**config.mk**
```make
export PLATFORM = sky130hd
export DESIGN_NAME = http_get_request_line_parser_flat
export DESIGN_NICKNAME = d
export VERILOG_FILES = /design/src/rtl/core/hgrl_pkg.sv /design/src/rtl/core/hgrl_in_if.sv /design/src/rtl/core/hgrl_out_if.sv /design/src/rtl/core/hgrl_parse.sv /design/src/rtl/core/http_get_request_line_parser.sv /design/src/flat_wrapper.sv
export SDC_FILE = /design/constraint.sdc
export NUM_CORES = 1
export LEC_CHECK = 0
export BUFFER_PORTS_ARGS = -buffer_cell sky130_fd_sc_hd__buf_2
export CAP_MARGIN = 20
export CORE_MARGIN = 10
export CORE_UTILIZATION = 51
export DETAILED_ROUTE_END_ITERATION = 8
export GPL_ROUTABILITY_DRIVEN = 0
export PLACE_DENSITY = 0.72
export SKIP_CTS_REPAIR_TIMING = 1
export SYNTH_ARGS = -nofsm -noshare
export SYNTH_HDL_FRONTEND = slang
export SYNTH_HIERARCHICAL = 1
export SYNTH_SLANG_ARGS = --single-unit
```
**constraint.sdc**
```tcl
create_clock -name clk -period 2 [get_ports clk]
set_clock_uncertainty 0.15 [all_clocks]
set_input_delay 0.6 -clock clk [delete_from_list [all_inputs] [get_ports clk]]
set_output_delay 0.6 -clock clk [all_outputs]
set_load 0.005 [all_outputs]
```
**src/rtl/core/hgrl_pkg.sv**
```systemverilog
// Package for the HTTP GET request line parser.
// Holds capacities, counter widths, result codes, the result item type and the prefix table.
// No dependencies.
package hgrl_pkg;

    // Length limits; a count at or above its limit is an error.
    localparam int PATH_CAPACITY  = 64;
    localparam int QUERY_CAPACITY = 128;

    // Saturating counters must hold the capacity itself.
    localparam int PATH_CNT_W  = $clog2(PATH_CAPACITY + 1);
    localparam int QUERY_CNT_W = $clog2(QUERY_CAPACITY + 1);

    // Fixed field widths of a result item.
    localparam int BYTE_W  = 8;
    localparam int KIND_W  = 2;
    localparam int STAT_W  = 2;
    localparam int PLEN_W  = 6;
    localparam int QLEN_W  = 7;

    // Kind of a result item.
    localparam logic [KIND_W-1:0] KIND_IGNORED = 2'd0;
    localparam logic [KIND_W-1:0] KIND_PATH    = 2'd1;
    localparam logic [KIND_W-1:0] KIND_QUERY   = 2'd2;
    localparam logic [KIND_W-1:0] KIND_VERDICT = 2'd3;

    // Verdict codes.
    localparam logic [STAT_W-1:0] STAT_OK        = 2'd0;
    localparam logic [STAT_W-1:0] STAT_BAD_METHOD = 2'd1;
    localparam logic [STAT_W-1:0] STAT_BAD_PATH  = 2'd2;
    localparam logic [STAT_W-1:0] STAT_BAD_QUERY = 2'd3;

    // Characters that matter to the parser.
    localparam logic [BYTE_W-1:0] CHAR_SPACE = 8'h20;
    localparam logic [BYTE_W-1:0] CHAR_CR    = 8'h0D;
    localparam logic [BYTE_W-1:0] CHAR_LF    = 8'h0A;
    localparam logic [BYTE_W-1:0] CHAR_NUL   = 8'h00;
    localparam logic [BYTE_W-1:0] CHAR_QMARK = 8'h3F;

    // One result item.
    typedef struct packed {
        logic [BYTE_W-1:0] byte_out;
        logic [KIND_W-1:0] byte_kind;
        logic [STAT_W-1:0] status;
        logic [PLEN_W-1:0] path_length;
        logic [QLEN_W-1:0] query_length;
    } hgrl_result_t;

    // Method prefix "GET ", indexed by match position.
    function automatic logic [BYTE_W-1:0] prefix_char(input logic [1:0] pos);
        logic [BYTE_W-1:0] c;
        unique case (pos)
            2'd0:    c = 8'h47;
            2'd1:    c = 8'h45;
            2'd2:    c = 8'h54;
            default: c = CHAR_SPACE;
        endcase
        return c;
    endfunction

    // Bytes that close the request target.
    function automatic logic ends_target(input logic [BYTE_W-1:0] b);
        return (b == CHAR_SPACE) || (b == CHAR_CR) || (b == CHAR_LF) || (b == CHAR_NUL);
    endfunction

endpackage

```
**src/rtl/core/hgrl_in_if.sv**
```systemverilog
// Input channel of the request line parser: one byte or an end-of-line mark per item.
// Depends on hgrl_pkg for the byte width.
interface hgrl_in_if;
    logic                       valid;
    logic                       ready;
    logic [hgrl_pkg::BYTE_W-1:0] char_byte;
    logic                       line_end;

    modport source (output valid, output char_byte, output line_end, input ready);
    modport sink   (input valid, input char_byte, input line_end, output ready);
endinterface

```
**src/rtl/core/hgrl_out_if.sv**
```systemverilog
// Output channel of the request line parser: one tagged byte or a verdict per item.
// Depends on hgrl_pkg for the field widths.
interface hgrl_out_if;
    logic                        valid;
    logic                        ready;
    logic [hgrl_pkg::BYTE_W-1:0] byte_out;
    logic [hgrl_pkg::KIND_W-1:0] byte_kind;
    logic [hgrl_pkg::STAT_W-1:0] status;
    logic [hgrl_pkg::PLEN_W-1:0] path_length;
    logic [hgrl_pkg::QLEN_W-1:0] query_length;

    modport source (output valid, output byte_out, output byte_kind, output status,
                    output path_length, output query_length, input ready);
    modport sink   (input valid, input byte_out, input byte_kind, input status,
                    input path_length, input query_length, output ready);
endinterface

```
**src/rtl/core/hgrl_parse.sv**
```systemverilog
// Parser state machine: phase, prefix match, saturating path and query counters.
// Produces the result item for the current input combinationally. Depends on hgrl_pkg.
module hgrl_parse
(
    input  logic                          clk,
    input  logic                          rst_n,
    input  logic                          step,
    input  logic [hgrl_pkg::BYTE_W-1:0]   char_byte,
    input  logic                          line_end,
    output hgrl_pkg::hgrl_result_t        result
);

    typedef enum logic [2:0] {
        PH_PREFIX   = 3'd0,
        PH_PATH     = 3'd1,
        PH_QUERY    = 3'd2,
        PH_DONE_NOQ = 3'd3,
        PH_DONE_Q   = 3'd4
    } phase_t;

    localparam int PC_W = hgrl_pkg::PATH_CNT_W;
    localparam int QC_W = hgrl_pkg::QUERY_CNT_W;
    localparam logic [PC_W-1:0] PATH_CAP  = PC_W'(hgrl_pkg::PATH_CAPACITY);
    localparam logic [QC_W-1:0] QUERY_CAP = QC_W'(hgrl_pkg::QUERY_CAPACITY);

    phase_t          phase_reg,  phase_next;
    logic [1:0]      prefix_pos_reg, prefix_pos_next;
    logic            method_failed_reg, method_failed_next;
    logic [PC_W-1:0] path_count_reg, path_count_next;
    logic [QC_W-1:0] query_count_reg, query_count_next;

    // Counts widened so the fixed-width length fields can be cut from them.
    logic [PC_W+hgrl_pkg::PLEN_W-1:0] path_wide;
    logic [QC_W+hgrl_pkg::QLEN_W-1:0] query_wide;

    assign path_wide  = {{hgrl_pkg::PLEN_W{1'b0}}, path_count_reg};
    assign query_wide = {{hgrl_pkg::QLEN_W{1'b0}}, query_count_reg};

    // Next state and result for one item
    always_comb
    begin
        phase_next         = phase_reg;
        prefix_pos_next    = prefix_pos_reg;
        method_failed_next = method_failed_reg;
        path_count_next    = path_count_reg;
        query_count_next   = query_count_reg;

        result.byte_out     = '0;
        result.byte_kind    = hgrl_pkg::KIND_IGNORED;
        result.status       = hgrl_pkg::STAT_OK;
        result.path_length  = '0;
        result.query_length = '0;

        if (line_end)
        begin
            // Verdict, then rearm for the next line
            result.byte_kind = hgrl_pkg::KIND_VERDICT;
            priority if (method_failed_reg || phase_reg == PH_PREFIX)
                result.status = hgrl_pkg::STAT_BAD_METHOD;
            else if (path_count_reg == '0 || path_count_reg >= PATH_CAP)
                result.status = hgrl_pkg::STAT_BAD_PATH;
            else if ((phase_reg == PH_QUERY || phase_reg == PH_DONE_Q) &&
                     query_count_reg >= QUERY_CAP)
                result.status = hgrl_pkg::STAT_BAD_QUERY;
            else
            begin
                result.status       = hgrl_pkg::STAT_OK;
                result.path_length  = path_wide[hgrl_pkg::PLEN_W-1:0];
                result.query_length = query_wide[hgrl_pkg::QLEN_W-1:0];
            end
            phase_next         = PH_PREFIX;
            prefix_pos_next    = '0;
            method_failed_next = 1'b0;
            path_count_next    = '0;
            query_count_next   = '0;
        end
        else if (!method_failed_reg)
        begin
            unique case (phase_reg)
                PH_PREFIX:
                begin
                    if (char_byte == hgrl_pkg::prefix_char(prefix_pos_reg))
                    begin
                        prefix_pos_next = prefix_pos_reg + 2'd1;
                        if (prefix_pos_reg == 2'd3)
                            phase_next = PH_PATH;
                    end
                    else
                        method_failed_next = 1'b1;
                end
                PH_PATH:
                begin
                    priority if (hgrl_pkg::ends_target(char_byte))
                        phase_next = PH_DONE_NOQ;
                    else if (char_byte == hgrl_pkg::CHAR_QMARK)
                        phase_next = PH_QUERY;
                    else
                    begin
                        result.byte_kind = hgrl_pkg::KIND_PATH;
                        result.byte_out  = char_byte;
                        if (path_count_reg < PATH_CAP)
                            path_count_next = path_count_reg + PC_W'(1);
                    end
                end
                PH_QUERY:
                begin
                    if (hgrl_pkg::ends_target(char_byte))
                        phase_next = PH_DONE_Q;
                    else
                    begin
                        result.byte_kind = hgrl_pkg::KIND_QUERY;
                        result.byte_out  = char_byte;
                        if (query_count_reg < QUERY_CAP)
                            query_count_next = query_count_reg + QC_W'(1);
                    end
                end
                PH_DONE_Q:
                    phase_next = PH_DONE_Q;
                default:
                    // ended without '?', and any stray code
                    phase_next = PH_DONE_NOQ;
            endcase
        end
    end

    // State register, advanced only on an accepted item
    always_ff @(posedge clk or negedge rst_n)
    begin
        if (!rst_n)
        begin
            phase_reg         <= PH_PREFIX;
            prefix_pos_reg    <= '0;
            method_failed_reg <= 1'b0;
            path_count_reg    <= '0;
            query_count_reg   <= '0;
        end
        else if (step)
        begin
            phase_reg         <= phase_next;
            prefix_pos_reg    <= prefix_pos_next;
            method_failed_reg <= method_failed_next;
            path_count_reg    <= path_count_next;
            query_count_reg   <= query_count_next;
        end
    end

endmodule

```
**src/rtl/core/http_get_request_line_parser.sv**
```systemverilog
// Top level of the HTTP GET request line parser: handshake and result register.
// Depends on hgrl_pkg, hgrl_in_if, hgrl_out_if and hgrl_parse.
//
//  channel  | dir | fields                                                   | role
//  ---------+-----+----------------------------------------------------------+------------------
//  chars    | in  | char_byte[7:0], line_end                                 | request line bytes
//  tokens   | out | byte_out[7:0], byte_kind[1:0], status[1:0],              | tagged bytes and
//           |     | path_length[5:0], query_length[6:0]                      | end verdict
//
// Every accepted item gives exactly one result item, in the next cycle, from the result
// register; one item per cycle sustained while tokens is not stalled.
// chars.ready is high while the result register is empty or being taken this cycle,
// so a stall on tokens holds chars in the same cycle, with no item lost.
// Reset (rst_n low, asynchronous) empties the result register and rearms the parser.
module http_get_request_line_parser
(
    input  logic       clk,
    input  logic       rst_n,
    hgrl_in_if.sink    chars,
    hgrl_out_if.source tokens
);

    logic                   accept;
    hgrl_pkg::hgrl_result_t result;
    hgrl_pkg::hgrl_result_t result_reg;
    logic                   valid_reg;

    assign chars.ready = !valid_reg || tokens.ready;
    assign accept      = chars.valid && chars.ready;

    hgrl_parse u_parse
    (
        .clk       (clk),
        .rst_n     (rst_n),
        .step      (accept),
        .char_byte (chars.char_byte),
        .line_end  (chars.line_end),
        .result    (result)
    );

    // Result register valid flag
    always_ff @(posedge clk or negedge rst_n)
    begin
        if (!rst_n)
            valid_reg <= 1'b0;
        else if (chars.ready)
            valid_reg <= chars.valid;
    end

    // Result payload, no reset needed
    always_ff @(posedge clk)
    begin
        if (accept)
            result_reg <= result;
    end

    assign tokens.valid        = valid_reg;
    assign tokens.byte_out     = result_reg.byte_out;
    assign tokens.byte_kind    = result_reg.byte_kind;
    assign tokens.status       = result_reg.status;
    assign tokens.path_length  = result_reg.path_length;
    assign tokens.query_length = result_reg.query_length;

    // An accepted item always shows up as a result in the next cycle
    a_accept_gives_result: assert property (@(posedge clk) disable iff (!rst_n)
        accept |=> tokens.valid)
        else $error("accepted item produced no result");

    // Only verdicts carry a status or lengths
    a_plain_items_clean: assert property (@(posedge clk) disable iff (!rst_n)
        (tokens.valid && tokens.byte_kind != hgrl_pkg::KIND_VERDICT) |->
        (tokens.status == hgrl_pkg::STAT_OK && tokens.path_length == '0 &&
         tokens.query_length == '0))
        else $error("non-verdict item carries verdict fields");

    // An ok verdict never reports an empty path
    a_ok_has_path: assert property (@(posedge clk) disable iff (!rst_n)
        (tokens.valid && tokens.byte_kind == hgrl_pkg::KIND_VERDICT &&
         tokens.status == hgrl_pkg::STAT_OK) |-> tokens.path_length != '0)
        else $error("ok verdict with empty path");

    // Echoed path and query bytes are never terminators
    a_echo_not_terminator: assert property (@(posedge clk) disable iff (!rst_n)
        (tokens.valid && (tokens.byte_kind == hgrl_pkg::KIND_PATH ||
                          tokens.byte_kind == hgrl_pkg::KIND_QUERY)) |->
        !hgrl_pkg::ends_target(tokens.byte_out))
        else $error("terminator echoed as target byte");

endmodule
```
**src/flat_wrapper.sv**
```systemverilog
// flat-port wrapper written by rule: the top's interface ports become plain ports
module http_get_request_line_parser_flat 
  (clk, rst_n, chars_valid, chars_char_byte, chars_line_end, chars_ready, tokens_valid, tokens_byte_out, tokens_byte_kind, tokens_status, tokens_path_length, tokens_query_length, tokens_ready);
  hgrl_in_if chars_i ();
  hgrl_out_if tokens_i ();
  input  logic clk;
  input  logic rst_n;
  input wire logic [$bits(chars_i.valid)-1:0] chars_valid;
  input wire logic [$bits(chars_i.char_byte)-1:0] chars_char_byte;
  input wire logic [$bits(chars_i.line_end)-1:0] chars_line_end;
  output wire logic [$bits(chars_i.ready)-1:0] chars_ready;
  output wire logic [$bits(tokens_i.valid)-1:0] tokens_valid;
  output wire logic [$bits(tokens_i.byte_out)-1:0] tokens_byte_out;
  output wire logic [$bits(tokens_i.byte_kind)-1:0] tokens_byte_kind;
  output wire logic [$bits(tokens_i.status)-1:0] tokens_status;
  output wire logic [$bits(tokens_i.path_length)-1:0] tokens_path_length;
  output wire logic [$bits(tokens_i.query_length)-1:0] tokens_query_length;
  input wire logic [$bits(tokens_i.ready)-1:0] tokens_ready;
  assign chars_i.valid = chars_valid;
  assign chars_i.char_byte = chars_char_byte;
  assign chars_i.line_end = chars_line_end;
  assign chars_ready = chars_i.ready;
  assign tokens_valid = tokens_i.valid;
  assign tokens_byte_out = tokens_i.byte_out;
  assign tokens_byte_kind = tokens_i.byte_kind;
  assign tokens_status = tokens_i.status;
  assign tokens_path_length = tokens_i.path_length;
  assign tokens_query_length = tokens_i.query_length;
  assign tokens_i.ready = tokens_ready;
  http_get_request_line_parser u_core (.clk(clk), .rst_n(rst_n), .chars(chars_i), .tokens(tokens_i));
endmodule
```
==> reports/results.ini <==
[timing]
fin_crit_ns=2.15
period_share=1.08
final-setup-viol-count=5
relSlewSlack=0.643
tightest_slew_ns=0.535
clock.fmax_ghz=0.465
drv_slew=0
grt_setup_unrepaired=true
worst_slack_ns=-0.152
hold_viol=0

[yosys]
synth_common_cells=edfxtp_1 (25), and2_1 (23), dfrtp_1 (22)
yosysTopAreaCell=edfxtp_1
synthArstFlopShare=0.468
synth_edf_count=25
ys_ff_latch=47
synth_area_mm2=0.00256
synth_top_flop_cell=edfxtp_1
synthTopCellsByArea=edfxtp_1 (29%), dfrtp_1 (21%), and2_1 (5.6%)
yosysTopAreaCellShare=0.293
ys_seq_area_frac=0.508
synth_nets=255
synth_cells=234
synth_top_family_by_area=simple AND/OR/NAND/NOR gates
yosys.area_share.simple=0.275
synth-xor-area-share=0.0205
yosysUniqueCellTypes=57
synthMuxAreaShare=0.0161
synthAdderAreaFrac=0.0429
yosysMostFrequentCell=edfxtp_1
ys.warnings.count=6
synth_compound_area_frac=0.108
avgSynthCellArea_um2=11.0

[clock_tree]
root_buffer=clkbuf_8
cts_inserted_buffers=5
clock_sinks=47
clkSlewWorstSetupHoldPaths_ns=0.10
clock_latency_ns=0.31
htree_levels=2
cts_tree=done
clk_path_buf_depth=2

[flow_run]
cap_violations=0

[detailed_routing]
wl_per_cell_um=16.6
ant_nets=0
dr.first_iter.drc_count=93
drt_first_pass_iters=4
wirelength_mm=6.29
drc=0
vias=2100
vias_per_cell=5.53

[setup_path]
path_class=flip-flop to flip-flop
path_depth=7
critical_path.max_stage_delay_ns=0.46
ff2ff_path_depth=7
crit-reg2reg-launch=u_core/u_parse/prefix_pos_reg[0]$_DFFE_PN0P_
worstPathArrival_ns=2.22
worstSetupEndpoint=u_core/u_parse/phase_reg[0]$_DFFE_PN0P_
crit_buf_inv=1
r2r_slack_ns=-0.15
r2r_end=u_core/u_parse/phase_reg[0]$_DFFE_PN0P_
cp-startpoint=u_core/u_parse/prefix_pos_reg[0]$_DFFE_PN0P_
crit_fanout=4
path_cells=inv_1 -> ha_2 -> nor4bb_2 -> a311o_1 -> a21oi_1 -> or4b_1 -> mux2i_1
cp-end-kind=flip-flop
crit_family=simple AND/OR/NAND/NOR gates
required_ns=2.07
worstSetupStartpointType=flip-flop
cpMaxStageDelayCell=or4b_1

[power_and_ir_drop]
p_comb_frac=0.124
leakage_uw=0.00144
switchingPower_uw=512
p_int_uw=1540
powerDensity_mw_per_mm2=616
ir_worst_vdd_v=0.000457
seq_power_share=0.533
p_sw_frac=0.250
power_frac_clock=0.343

[floorplan]
fp.dieH_um=90.9
dieWidth_um=90.9
die-area_mm2=0.00826
top_level_ports=40
start_util=0.536
core_area_mm2=0.00479
row_count=25

[run_status]
violations=setup timing
status=complete, but fails checks

[finish]
synthToLayoutAreaGrowth_pct=29.7
final_net_count=333
antennaDiodeCount=0
final_util=0.695
drive_gt1_frac=0.361
layout.cells.non_filler=380

[global_routing]
grt_pass1_vias=2065
grt_overflow_total=0
antenna_found_initial=0
grt_usage=0.151
grt_pass1_wl_mm=10.4
grt_start_max_net_pins=23

[placement]
portBuffers=39
placed_cells=369
dpl.hpwl_mm=4.58

[hold_path]
hold_class=input pin to asynchronous set/reset pin

logic make-up (layout without fill, tap and decap cells):
group,Yosys count,count (layout)
AO/OA/AOI/OAI,36,36
XOR/XNOR,6,6
adder cells (fa/ha/maj),9,9
buffers and inverters,20,99
flip-flops,47,47
multiplexers,4,4
AND/OR/NAND/NOR,112,112
placed cells by master, fill, tap and decap left out, types with 4 or more instances in the layout:
cell	Yosys	final
buf_4	0	41
buf_2	2	39
edfxtp_1	25	25
and2_1	23	23
dfrtp_1	22	22
nor2_1	17	16
inv_1	11	11
nand2b_1	9	8
nand2_1	9	8
ha_1	8	7
clkbuf_8	0	6
o21ai_1	4	6
nand3_1	7	6
nor3_1	5	5
xnor2_1	5	5
or4_1	5	5
a21oi_1	5	5
nand4_1	5	5
nor4bb_2	0	4
nor4_1	5	4
area by class of cell:
| type | instances | area, um2 |
|---|---|---|
| timing repair buffer | 80 | 503 |
| clock inverter | 1 | 8.76 |
| clock buffer | 7 | 108 |
| tap | 67 | 83.8 |
| sequential | 47 | 1300 |
| multi-input combinational | 167 | 1280 |
| fill | 387 | 1460 |
| inverter | 11 | 41.3 |
routing by layer:
layer | global-route usage | share of wire | up-vias
met3 | 0.0374 | 0.051 | 5
met2 | 0.247 | 0.49 | 54
li1 | - | - | 1015
met1 | 0.190 | 0.44 | 1026
met4 | 0.0522 | 0.012 | 0
met5 | 0 | 0 | -
stage by stage:
step | setup slack, ns | total power (uW) | hold slack [ns] | cell area, um2 | setup TNS (ns)
2_1_floorplan | -0.313 | 1230 | 0.154 | 2590 | -1.39
4_1_cts | -0.126 | 2060 | 0.117 | 3230 | -0.425
3_5_place_dp | -0.353 | 1360 | 0.409 | 3110 | -5.53
6_report | -0.152 | 2050 | 0.111 | 3330 | -0.241
3_3_place_gp | -0.351 | 1350 | 0.399 | 3110 | -5.03
5_1_grt | -0.212 | 2140 | 0.138 | 3330 | -0.892
worst min-delay path by stage:
| stage | end | slack (ns) | cells past startpoint |
|---|---|---|---|
| 2_1_floorplan | u_core/tokens.valid$_DFFE_PN0P_ | 0.15 | 0 |
| 3_3_place_gp | u_core/u_parse/prefix_pos_reg[1]$_DFFE_PN0P_ | 0.40 | 2 |
| 3_5_place_dp | u_core/u_parse/prefix_pos_reg[1]$_DFFE_PN0P_ | 0.41 | 2 |
| 4_1_cts | u_core/u_parse/phase_reg[1]$_DFFE_PN0P_ | 0.12 | 1 |
| 5_1_grt | u_core/u_parse/phase_reg[1]$_DFFE_PN0P_ | 0.14 | 1 |
| 6_report | u_core/u_parse/phase_reg[1]$_DFFE_PN0P_ | 0.11 | 1 |
power groups by stage:
stage | Sequential [uW] | Combinational, uW | Clock (uW)
2_1_floorplan | 1110 | 125 | 0
3_3_place_gp | 1110 | 236 | 0
3_5_place_dp | 1110 | 245 | 0
4_1_cts | 1090 | 247 | 715
5_1_grt | 1100 | 279 | 763
6_report | 1090 | 253 | 702
Power figures use the tool's default switching activity.
